`config.mk`:
```
export PLATFORM = sky130hd
export DESIGN_NAME = case_escape_codec
export DESIGN_NICKNAME = d
export VERILOG_FILES = /design/src/sv/cec_pkg.sv /design/src/sv/case_escape_codec.sv /design/src/sv/cec_front.sv /design/src/sv/cec_queue.sv /design/src/sv/cec_back.sv
export SDC_FILE = /design/constraint.sdc
export NUM_CORES = 1
export LEC_CHECK = 0
export BUFFER_PORTS_ARGS = -buffer_cell sky130_fd_sc_hd__buf_2
export CAP_MARGIN = 25
export CELL_PAD_IN_SITES_DETAIL_PLACEMENT = 0
export CELL_PAD_IN_SITES_GLOBAL_PLACEMENT = 1
export CORE_MARGIN = 8
export CORE_UTILIZATION = 45
export DETAILED_ROUTE_END_ITERATION = 6
export GPL_ROUTABILITY_DRIVEN = 0
export PLACE_DENSITY_LB_ADDON = 0.3
export SETUP_SLACK_MARGIN = 0.4
export SLEW_MARGIN = 20
export SYNTH_ARGS = -nofsm -noshare
export SYNTH_HDL_FRONTEND = slang
export SYNTH_SLANG_ARGS = --single-unit
```
`constraint.sdc`:
```
create_clock -name clk -period 12.07 [get_ports clk]
set_clock_uncertainty 0.05 [all_clocks]
set_input_delay 1.207 -clock clk [delete_from_list [all_inputs] [get_ports clk]]
set_output_delay 1.207 -clock clk [all_outputs]
set_load 0.05 [all_outputs]
```
`src/sv/cec_pkg.sv`:
```
// cec_pkg: shared types and constants for the case escape codec
// holds the result and bundle types passed from front end through queue to back end
// no dependencies
`timescale 1ns / 1ps
`default_nettype none

package cec_pkg;

  localparam int CP_W      = 21;
  localparam int MAX_RES   = 4;
  localparam int RES_IDX_W = $clog2(MAX_RES);
  localparam int RES_CNT_W = $clog2(MAX_RES + 1);
  localparam int Q_DEPTH   = 2;
  localparam int Q_PTR_W   = $clog2(Q_DEPTH);
  localparam int Q_CNT_W   = $clog2(Q_DEPTH + 1);

  localparam logic [1:0] CFG_DIRECTION     = 2'd0;
  localparam logic [1:0] CFG_SINGLE_ESCAPE = 2'd1;
  localparam logic [1:0] CFG_SPAN_ESCAPE   = 2'd2;

  localparam logic [CP_W-1:0] SINGLE_ESC_RST = CP_W'(95);
  localparam logic [CP_W-1:0] SPAN_ESC_RST   = CP_W'(164);

  typedef struct packed {
    logic [CP_W-1:0] ch;
    logic            char_valid;
    logic            status;
  } result_t;

  typedef struct packed {
    result_t [MAX_RES-1:0] res;
    logic [RES_CNT_W-1:0]  cnt;
  } bundle_t;

endpackage

`default_nettype wire

```
`src/sv/case_escape_codec.sv`:
```
// case_escape_codec: streaming case codec with single and span escapes
// top level joining cec_front, cec_queue and cec_back; uses cec_pkg
//
//   port group  direction  handshake            payload
//   in_         input      in_valid / in_stall   in_code_point, in_end_of_stream
//   out_        output     out_valid / out_stall out_char, out_char_valid, out_last, out_status
//   cfg_        input      cfg_we                cfg_index, cfg_wdata
//
// one result leaves per cycle while out_stall is low; an item gives zero to four results,
// so items with at most one result go through at one per cycle; longer ones can fill the queue
// a two-entry bundle queue sits between the phase machine and the output register
// results go via the queue to the output register; in_stall is high while the queue is full
// synchronous reset clears phase, queue and output valid; escapes return to 95 and 164
`timescale 1ns / 1ps
`default_nettype none

module case_escape_codec import cec_pkg::*; (
  input  wire logic            clk,
  input  wire logic            rst_n,
  input  wire logic            cfg_we,
  input  wire logic [1:0]      cfg_index,
  input  wire logic [CP_W-1:0] cfg_wdata,
  input  wire logic            in_valid,
  output logic                 in_stall,
  input  wire logic [CP_W-1:0] in_code_point,
  input  wire logic            in_end_of_stream,
  output logic                 out_valid,
  input  wire logic            out_stall,
  output logic [CP_W-1:0]      out_char,
  output logic                 out_char_valid,
  output logic                 out_last,
  output logic                 out_status
);

  bundle_t fe_bundle, q_head;
  logic    fe_push, q_pop, q_not_empty, q_full, acc;

  assign in_stall = q_full;
  assign acc      = in_valid && !q_full;

  cec_front u_front (
    .clk           (clk),
    .rst_n         (rst_n),
    .cfg_we        (cfg_we),
    .cfg_index     (cfg_index),
    .cfg_wdata     (cfg_wdata),
    .acc           (acc),
    .code_point    (in_code_point),
    .end_of_stream (in_end_of_stream),
    .bundle        (fe_bundle),
    .push          (fe_push)
  );

  cec_queue u_queue (
    .clk       (clk),
    .rst_n     (rst_n),
    .push      (fe_push),
    .wr_data   (fe_bundle),
    .pop       (q_pop),
    .head      (q_head),
    .not_empty (q_not_empty),
    .full      (q_full)
  );

  cec_back u_back (
    .clk            (clk),
    .rst_n          (rst_n),
    .head           (q_head),
    .not_empty      (q_not_empty),
    .pop            (q_pop),
    .out_valid      (out_valid),
    .out_stall      (out_stall),
    .out_char       (out_char),
    .out_char_valid (out_char_valid),
    .out_last       (out_last),
    .out_status     (out_status)
  );

endmodule

`default_nettype wire

```
`src/sv/cec_front.sv`:
```
// cec_front: configuration registers, phase machine and lookahead character
// turns each accepted input into a bundle of up to four results; uses cec_pkg
`timescale 1ns / 1ps
`default_nettype none

module cec_front import cec_pkg::*; (
  input  wire logic            clk,
  input  wire logic            rst_n,
  input  wire logic            cfg_we,
  input  wire logic [1:0]      cfg_index,
  input  wire logic [CP_W-1:0] cfg_wdata,
  input  wire logic            acc,
  input  wire logic [CP_W-1:0] code_point,
  input  wire logic            end_of_stream,
  output bundle_t              bundle,
  output logic                 push
);

  localparam logic [2:0] PH_START      = 3'd0;
  localparam logic [2:0] D_AFTER_ESC   = 3'd1;
  localparam logic [2:0] D_SPAN_START  = 3'd2;
  localparam logic [2:0] D_SPAN_BODY   = 3'd3;
  localparam logic [2:0] D_SPAN_ESC    = 3'd4;
  localparam logic [2:0] E_HELD        = 3'd1;
  localparam logic [2:0] E_SPAN        = 3'd2;

  localparam logic [CP_W-1:0] CASE_OFS = CP_W'(32);

  logic            dir_r;
  logic [CP_W-1:0] sgl_r;
  logic [CP_W-1:0] span_r;
  logic [2:0]      phase_r, phase_nxt;
  logic [CP_W-1:0] held_r, held_nxt;

  logic [CP_W-1:0] ch [MAX_RES];
  logic [RES_CNT_W-1:0] n;
  logic            st;
  logic            c_up, c_low, c_sgl, c_span;
  logic [CP_W-1:0] c_lower, c_upper;
  logic [CP_W-1:0] es0, es1;
  logic [RES_CNT_W-1:0] es_n;
  logic [2:0]      es_ph;

  assign c_up    = (code_point >= CP_W'(65)) && (code_point <= CP_W'(90));
  assign c_low   = (code_point >= CP_W'(97)) && (code_point <= CP_W'(122));
  assign c_sgl   = (code_point == sgl_r);
  assign c_span  = (code_point == span_r);
  assign c_lower = c_up ? code_point + CASE_OFS : code_point;
  assign c_upper = c_low ? code_point - CASE_OFS : code_point;

  // span continuation of the encoder
  always_comb begin
    priority if (c_span) begin
      es0 = span_r; es1 = span_r; es_n = RES_CNT_W'(2); es_ph = E_SPAN;
    end else if (c_low) begin
      es0 = span_r; es1 = c_upper; es_n = RES_CNT_W'(2); es_ph = PH_START;
    end else begin
      es0 = code_point; es1 = code_point; es_n = RES_CNT_W'(1); es_ph = E_SPAN;
    end
  end

  always_comb begin
    for (int k = 0; k < MAX_RES; k++) ch[k] = '0;
    n         = '0;
    st        = 1'b0;
    phase_nxt = phase_r;
    held_nxt  = held_r;
    if (end_of_stream) begin
      phase_nxt = PH_START;
      if (!dir_r) begin
        if (phase_r == D_AFTER_ESC) begin
          ch[0] = sgl_r; n = RES_CNT_W'(1);
        end else if (phase_r == D_SPAN_START || phase_r == D_SPAN_BODY) begin
          st = 1'b1;
        end
      end else begin
        if (phase_r == E_HELD) begin
          ch[0] = sgl_r; ch[1] = held_r; n = RES_CNT_W'(2);
        end else if (phase_r == E_SPAN) begin
          ch[0] = span_r; n = RES_CNT_W'(1);
        end
      end
    end else if (!dir_r) begin
      unique case (phase_r)
        D_AFTER_ESC: begin
          if (c_span) begin
            ch[0] = sgl_r; n = RES_CNT_W'(1); phase_nxt = D_SPAN_START;
          end else begin
            ch[0] = code_point; n = RES_CNT_W'(1); phase_nxt = PH_START;
          end
        end
        D_SPAN_START: begin
          ch[0] = code_point; n = RES_CNT_W'(1);
          phase_nxt = c_span ? PH_START : D_SPAN_BODY;
        end
        D_SPAN_BODY: begin
          if (c_span) begin
            phase_nxt = D_SPAN_ESC;
          end else begin
            ch[0] = code_point; n = RES_CNT_W'(1);
          end
        end
        D_SPAN_ESC: begin
          priority if (c_span) begin
            ch[0] = span_r; n = RES_CNT_W'(1); phase_nxt = D_SPAN_BODY;
          end else if (c_sgl) begin
            phase_nxt = D_AFTER_ESC;
          end else begin
            ch[0] = c_lower; n = RES_CNT_W'(1); phase_nxt = PH_START;
          end
        end
        default: begin
          priority if (c_sgl) begin
            phase_nxt = D_AFTER_ESC;
          end else if (c_span) begin
            phase_nxt = D_SPAN_START;
          end else begin
            ch[0] = c_lower; n = RES_CNT_W'(1); phase_nxt = PH_START;
          end
        end
      endcase
    end else begin
      unique case (phase_r)
        E_HELD: begin
          if (c_sgl || c_span || c_up) begin
            ch[0] = span_r; ch[1] = held_r; ch[2] = es0; ch[3] = es1;
            n = es_n + RES_CNT_W'(2); phase_nxt = es_ph;
          end else begin
            ch[0] = sgl_r; ch[1] = held_r; ch[2] = c_upper;
            n = RES_CNT_W'(3); phase_nxt = PH_START;
          end
        end
        E_SPAN: begin
          ch[0] = es0; ch[1] = es1; n = es_n; phase_nxt = es_ph;
        end
        default: begin
          priority if (c_span) begin
            ch[0] = span_r; ch[1] = span_r; n = RES_CNT_W'(2); phase_nxt = PH_START;
          end else if (!c_sgl && !c_up) begin
            ch[0] = c_upper; n = RES_CNT_W'(1); phase_nxt = PH_START;
          end else begin
            held_nxt = code_point; phase_nxt = E_HELD;
          end
        end
      endcase
    end
  end

  // pack the results, end item after the characters
  always_comb begin
    for (int k = 0; k < MAX_RES; k++) begin
      bundle.res[k].ch         = ch[k];
      bundle.res[k].char_valid = 1'b1;
      bundle.res[k].status     = 1'b0;
      if (end_of_stream && (RES_CNT_W'(k) == n)) begin
        bundle.res[k].ch         = '0;
        bundle.res[k].char_valid = 1'b0;
        bundle.res[k].status     = st;
      end
    end
    bundle.cnt = end_of_stream ? n + RES_CNT_W'(1) : n;
  end

  assign push = acc && (bundle.cnt != '0);

  always_ff @(posedge clk) begin
    if (!rst_n) begin
      dir_r   <= 1'b0;
      sgl_r   <= SINGLE_ESC_RST;
      span_r  <= SPAN_ESC_RST;
      phase_r <= PH_START;
    end else if (cfg_we) begin
      unique case (cfg_index)
        CFG_DIRECTION: begin
          dir_r   <= cfg_wdata[0];
          phase_r <= PH_START;
        end
        CFG_SINGLE_ESCAPE: sgl_r  <= cfg_wdata;
        CFG_SPAN_ESCAPE:   span_r <= cfg_wdata;
        default: ;
      endcase
    end else if (acc) begin
      phase_r <= phase_nxt;
    end
  end

  always_ff @(posedge clk) begin
    if (acc) begin
      held_r <= held_nxt;
    end
  end

endmodule

`default_nettype wire

```
`src/sv/cec_queue.sv`:
```
// cec_queue: small register queue of result bundles between front and back end
// depends on cec_pkg for the bundle type and depth
`timescale 1ns / 1ps
`default_nettype none

module cec_queue import cec_pkg::*; (
  input  wire logic    clk,
  input  wire logic    rst_n,
  input  wire logic    push,
  input  wire bundle_t wr_data,
  input  wire logic    pop,
  output bundle_t      head,
  output logic         not_empty,
  output logic         full
);

  bundle_t             mem_r [Q_DEPTH];
  logic [Q_PTR_W-1:0]  wr_ptr_r, rd_ptr_r;
  logic [Q_CNT_W-1:0]  cnt_r;

  assign head      = mem_r[rd_ptr_r];
  assign not_empty = (cnt_r != '0);
  assign full      = (cnt_r == Q_CNT_W'(Q_DEPTH));

  always_ff @(posedge clk) begin
    if (!rst_n) begin
      wr_ptr_r <= '0;
      rd_ptr_r <= '0;
      cnt_r    <= '0;
    end else begin
      if (push) wr_ptr_r <= wr_ptr_r + Q_PTR_W'(1);
      if (pop)  rd_ptr_r <= rd_ptr_r + Q_PTR_W'(1);
      if (push && !pop)      cnt_r <= cnt_r + Q_CNT_W'(1);
      else if (pop && !push) cnt_r <= cnt_r - Q_CNT_W'(1);
    end
  end

  always_ff @(posedge clk) begin
    if (push) begin
      mem_r[wr_ptr_r] <= wr_data;
    end
  end

endmodule

`default_nettype wire

```
`src/sv/cec_back.sv`:
```
// cec_back: walks the head bundle one result per cycle, while the output is not stalled, into the output register
// depends on cec_pkg for the bundle type
`timescale 1ns / 1ps
`default_nettype none

module cec_back import cec_pkg::*; (
  input  wire logic       clk,
  input  wire logic       rst_n,
  input  wire bundle_t    head,
  input  wire logic       not_empty,
  output logic            pop,
  output logic            out_valid,
  input  wire logic       out_stall,
  output logic [CP_W-1:0] out_char,
  output logic            out_char_valid,
  output logic            out_last,
  output logic            out_status
);

  logic [RES_IDX_W-1:0] idx_r;
  logic                 valid_r;
  logic [CP_W-1:0]      char_r;
  logic                 cv_r, last_r, status_r;
  logic                 adv, take, is_last;
  result_t              cur;

  assign adv     = !valid_r || !out_stall;
  assign take    = adv && not_empty;
  assign cur     = head.res[idx_r];
  assign is_last = ({1'b0, idx_r} == head.cnt - RES_CNT_W'(1));
  assign pop     = take && is_last;

  always_ff @(posedge clk) begin
    if (!rst_n) begin
      valid_r <= 1'b0;
      idx_r   <= '0;
    end else if (adv) begin
      valid_r <= not_empty;
      if (take) idx_r <= is_last ? '0 : idx_r + RES_IDX_W'(1);
    end
  end

  always_ff @(posedge clk) begin
    if (take) begin
      char_r   <= cur.ch;
      cv_r     <= cur.char_valid;
      status_r <= cur.status;
      last_r   <= is_last;
    end
  end

  assign out_valid      = valid_r;
  assign out_char       = char_r;
  assign out_char_valid = cv_r;
  assign out_last       = last_r;
  assign out_status     = status_r;

endmodule

`default_nettype wire

```
==> Yosys cells after proc, flatten, opt, wreduce, memory -nomap -nowiden <==
Memories as Yosys holds them, arrays and structs flattened. A register that Yosys moved wholly into a read port is not among the register bits.
Index checks and enable logic that the tools add are counted.
{ "word_totals": {"output_inout_bits": 26, "n_memories": 1, "ram_bits": 190, "inputBits": 50, "ff_bits": 98} }
{ "op_classes": {"add_sub_neg": 10, "magnitude_cmp": 5, "n_reduce_logical": 37, "bitwise": 4, "n_eq_ne": 15, "muxes": 86} }
{ "mem_list": {"columns": ["name", "depth", "width", "read_ports", "rd_ports_with_merged_regs", "wr", "line", "text"], "rows": [
  ["u_queue.mem_r", 2, 95, 1, 1, 1, "cec_queue.sv:17", "bundle_t mem_r [Q_DEPTH];"]
]} }
{ "op_table": {"columns": ["operator", "n"], "rows": [
  ["2-to-1 mux 21 bit", 23],
  ["2-to-1 mux 63 bit", 5],
  ["2-to-1 mux 42 bit", 3],
  ["2-to-1 mux 23 bit", 5],
  ["one-hot mux 21 bit (4 select lines)", 1],
  ["one-hot mux 42 bit (2 select lines)", 1],
  ["2-to-1 mux 3 bit", 17],
  ["binary-select mux 23 bit (select 2 bit)", 1],
  ["== test 21 bit", 2],
  ["greater-or-equal comparator 21 x 7 -> 1 bit (second input constant)", 2],
  ["<= comparator 21 x 7 -> 1 bit (second input constant)", 2],
  ["adder 21 x 6 -> 21 bit (second input constant)", 1],
  ["subtractor 21 x 6 -> 21 bit (second input constant)", 1],
  ["2-to-1 mux 2 bit", 9],
  ["2-to-1 mux 1 bit", 17],
  ["logical AND 1 bit", 13],
  ["one-hot mux 3 bit (2 select lines)", 2],
  ["one-hot mux 3 bit (4 select lines)", 1],
  ["one-hot mux 3 bit (3 select lines)", 1],
  ["AND reduction 2 bit", 4],
  ["zero test 1 bit", 7],
  ["== test 2 x 3 -> 1 bit (first input constant)", 2],
  ["== test 3 x 2 -> 1 bit (second input constant)", 2],
  ["AND reduction 6 bit", 1],
  ["23 further kinds", 34]
]} }

==> Depth between registers and ports, before layout <==
{ "depth": {"word_depth": 17, "mapped_depth": 20, "depth_no_buf": 19} }

==> Cells and area by module <==
From an unflattened synthesis, not the netlist that was laid out.
{ "unflattened": {"hier_cells": 1355, "hier_area_um2": 15675.0} }
{ "modules_own_cells": {"columns": ["mod", "seq_area_each_um2", "area_each_um2", "instances", "cells_each"], "rows": [
  ["cec_queue", 5805.6, 7284.5, 1, 318],
  ["cec_front", 1551.5, 6881.6, 1, 962],
  ["cec_back", 780.7, 1495.2, 1, 74],
  ["case_escape_codec", 0.0, 13.8, 1, 1]
]} }

==> Least setup slack after synthesis <==
No wires, ideal clock.
{ "synth_path": {"path_kind": "input -> register", "start": "input port in_code_point[5]", "end": "memory u_queue.mem_r[0][0] (netlist bit) (enable)", "arrival_ns": 10.930, "setup_slack_ns": 0.370, "cell_stages": 16, "setup_time_ns": 0.720, "cell_sequence": "buf_2 inv_1 ha_1 nand3_1 o21ba_1 o21a_1 nand2_1 nand2_1 a21oi_1 o21a_1 o221ai_1 ha_1 and2_1 a41oi_1 a221o_2 a311oi_1"} }
{ "synth_via": {"elab_chain_len": 15, "elab_cells_between_ends": 33} }
{ "synth_rtl": {"columns": ["item", "line", "text"], "rows": [
  ["start: declaration", "case_escape_codec.sv:25", "input wire logic [CP_W-1:0] in_code_point,"],
  ["greater-or-equal comparator 21 x 7 -> 1 bit (tied with other cells)", "cec_front.sv:45", "assign c_low = (code_point >= CP_W'(97)) && (code_point <= CP_W'(122));"],
  ["logical AND 1 bit, on equally long branches", "cec_front.sv:45, cec_front.sv:44", null],
  ["2-to-1 mux 2 bit or zero test 1 bit (tied branches)", "cec_front.sv:55, cec_front.sv:139", null],
  ["2-to-1 mux 3 bit or logical AND 1 bit (tied branches)", "cec_front.sv:53, cec_front.sv:139", null],
  ["adder 3 x 2 -> 3 bit or 2-to-1 mux 1 bit (tied branches)", "cec_front.sv:127, cec_front.sv:139", null],
  ["2-to-1 mux 3 bit, on equally long branches", "cec_front.sv:125, cec_front.sv:137", null],
  ["one-hot mux 3 bit (2 select lines)", "cec_front.sv:123", "unique case (phase_r)"],
  ["2-to-1 mux 3 bit (*)", "cec_front.sv:83", "end else if (!dir_r) begin"],
  ["2-to-1 mux 3 bit (*)", "cec_front.sv:68", "if (end_of_stream) begin"],
  ["adder 3 x 1 -> 3 bit", "cec_front.sv:161", "bundle.cnt = end_of_stream ? n + RES_CNT_W'(1) : n;"],
  ["2-to-1 mux 3 bit (*)", "cec_front.sv:161", null],
  ["nonzero test 3 bit (*)", "cec_front.sv:164", "assign push = acc && (bundle.cnt != '0);"],
  ["logical AND 1 bit (*)", "cec_front.sv:164", null],
  ["2-to-1 mux 1 bit (*)", "cec_queue.sv:39", "if (push) begin"],
  ["2-to-1 mux 1 bit (implied by the code) (*)", "cec_queue.sv:40", "mem_r[wr_ptr_r] <= wr_data;"],
  ["end: declaration", "cec_queue.sv:17", null]
]} }
Mark *: on every way between the ends. The rest lies on a longest branch, timed or not.

==> Worst setup path after layout <==
{ "layout_path": {"start": "input port in_code_point[5]", "end": "memory u_queue.mem_r[0][1] (netlist bit) (enable)"} }
Same word-level chain as after synthesis.

==> reports/qor.txt <==
GRT Util Overall - 20.5%
post-route setup slack - 6.11 ns
max-cap viol count - 0
Routed Antenna Nets - 0
Core Region - 33500 um^2
1st-iter DRT viols - 941
nets@finish - 1347
final hold vios - 0
setup bufs post-CTS - 0
Final period util - 49.4%
worst-path maximum fanout - 66
Final Critical Period - 5.96 ns
chip width - 201 um
CP peak stage delay - 0.78 ns
Synth async-reset ratio - 0%
vias in the first global route - 10.5k
Hold Crit Class - flop to flop
FMAX - 0.168 GHz
diode count - 0
via count - 10.9k
vias per cell - 6.20
P_leak - 5.82 nW
Synthesis Warnings - 0
unrepaired setup endpoints after global routing - no
gr ovfl total - 0
EDFF count, synth - 235
Net Count, Synth - 1351
Crit path top cell by count - buf_4
Crit Path Category - primary input to flop
final cell count without fillers - 1760
synth top area cells - edfxtp_1, dfxtp_1, mux4_2
IO Port Bufs - 75
peak supply drop - 0.110 mV
fraction of layout cells with a size suffix above 1 - 21.6%
CTS tree - done
Commonest cells post-synth - edfxtp_1, nand2_1, nor2_1
Die H - 201 um
status - finished, final reports clean
CP startpoint kind - primary input
worst-margin pin slew - 1.05 ns
critical path's slowest cell - buf_4
Synth Instances - 1292
Avg WL per Cell - 24.3 um
count leader, synth - edfxtp_1
Initial DRT Pass Iterations - 6
Synth Area per Inst - 11.9 um^2
number of synthesized register bits - 289
area grow syn2layout - 10.4%
Hold Buf Count CTS - 0
post_cts resized - 0
DP HPWL - 29300 um
crit path cell chain - buf_2 -> inv_1 -> ha_1 -> nand3_1 -> nor4b_1 -> o21a_1 -> nand2_1 -> nand2_1 -> a21oi_2 -> buf_4 -> o21a_1 -> o221ai_1 -> ha_1 -> and2_1 -> a41oi_1 -> a221o_2 -> a311oi_4 -> buf_4 -> buf_4
maximum clock insertion buffer count - 3
Yosys cell types - 94
Setup TNS - 0 ns
Setup WS pre-CTS - 5.54 ns
Crit path required time - 12.19 ns
kind of end point of the critical path - flop
Max-slew headroom - 30.1%
Starting Density - 45.7%
DRC violations left - 0
Reg clk slew, reported paths - 0.06 ns
CTS Buf Count - 30
Placed Cells - 1704
sequential area share after synthesis - 53.1%
Final Setup Violations - 0
# rows - 67
clk root buf - clkbuf_16
delay-heaviest family, CP - buffers and inverters
H-tree levels - 1
Synth top area share - 46.0%
largest net degree at the start of global routing - 70
CTS Sinks - 289
Pwr Density - 185 nW/um^2
max-slew violations - 0
clk_lat worst skew - 0.55 ns
drt total wl - 42800 um
Die Area - 40200 um^2
synthesized area - 15300 um^2
first-pass GRT wire length - 65400 um
Buf+Inv Stages, Crit Path - 5
CP arrival - 6.09 ns
initial antenna violation count - 0
IO Pins - 76
largest area contributor in the netlist - edfxtp_1
commonest register cell after synthesis - edfxtp_1
[cells by family after synthesis]
group,share of synthesized area (%)
AO/OA/AOI/OAI,15.1
XOR/XNOR,2.95
adder cells (fa/ha/maj),0.734
buffers and inverters,4.67
flip-flops,53.1
multiplexers,11.7
AND/OR/NAND/NOR,11.8
[worst reg2reg max path, cell delays in order, from the launching register on]
cell and delay [ns]:
dfxtp_1 0.65, xnor2_2 0.19, nor4bb_4 0.35, and4_1 0.45, nand2_4 0.40, a21oi_1 0.31
nor2_1 0.06, a211oi_1 0.31, a31o_2 0.17, ha_1 0.11, and2_1 0.11, a41oi_1 0.04
a221o_2 0.45, a311oi_4 0.30, buf_4 0.43, buf_4 0.80
[cell usage in the layout, fill, tap and decap left out, drive strengths merged, types with 9 or more instances in the layout]
master	netlist	final
a21boi	35	35
a21oi	49	49
a221o	10	10
a221oi	11	11
a22o	11	11
a22oi	39	39
a31oi	11	11
and2	12	12
and3	14	14
buf	72	96
clkbuf	60	32
clkinv	0	11
dfxtp	54	54
edfxtp	235	235
ha	9	9
inv	13	14
mux2	34	34
mux2i	38	38
mux4	46	46
nand2	159	159
nand3	24	24
nand4	14	14
nor2	86	86
nor3	18	18
o21a	9	9
o21ai	28	28
o221a	19	19
o221ai	14	14
o22ai	28	28
xnor2	37	37
xor2	13	13
[power breakdown]
group | leakage, nW | total, mW | internal, mW | switching (mW)
Clock | 0.533 | 1.02 | 0.637 | 0.385
Sequential | 2.67 | 1.35 | 1.29 | 0.0582
Combinational | 2.62 | 0.768 | 0.283 | 0.485
[path summary, 6_finish.rpt]
kind / startpoint / end / slack (ns) / cells past startpoint
min reg2reg: u_back.out_valid$_SDFFE_PN0P_ / u_back.out_valid$_SDFFE_PN0P_ / 0.44 / 2
max: in_code_point[5] / u_queue.mem_r[0][1]$_DFFE_PP_ / 6.11 / 19
max reg2reg: u_front.span_r[12]$_SDFFE_PN0P_ / u_queue.mem_r[0][1]$_DFFE_PP_ / 6.41 / 15
min: u_back.out_valid$_SDFFE_PN0P_ / u_back.out_valid$_SDFFE_PN0P_ / 0.44 / 2
[per-layer routing]
layer | vias to the layer above | global-route usage [%] | part of all wire (%)
met2 | 487 | 30.9 | 44
met3 | 91 | 4.31 | 8.1
met1 | 5411 | 29.2 | 45
met5 | - | 0 | 0
met4 | 0 | 6.41 | 3.1
li1 | 4917 | - | -
[stage by stage]
step	total power [mW]	utilization [%]	area [um^2]	hold WS, ns
4_1_cts	3.17	50.5	16900	0.453
3_3_place_gp	2.14	47.2	15800	0.434
6_report	3.14	50.5	16900	0.442
2_1_floorplan	1.98	-	15300	0.437
5_1_grt	3.26	50.5	16900	0.479
3_5_place_dp	2.15	47.2	15800	0.441
[area by class of cell]
cell class	instances	area (um^2)
well taps	448	561
clock inverters	24	328
clock buffers	32	779
multi-input cells	858	6550
repair buffers	96	533
inverters	13	48.8
flip-flops and latches	289	8140
fillers	2982	16600
[state kept, by name, indices dropped and copies added, names as in the netlist, 2 cells and up, named ones only]
register / cells
u_queue.mem_r: 190
u_front.span_r: 21
u_front.phase_r: 3
u_back.idx_r: 2
u_back.out_char: 21
u_front.sgl_r: 21
u_front.held_r: 21
u_queue.cnt_r: 2
Note: power is estimated with default switching activity, not from simulation.
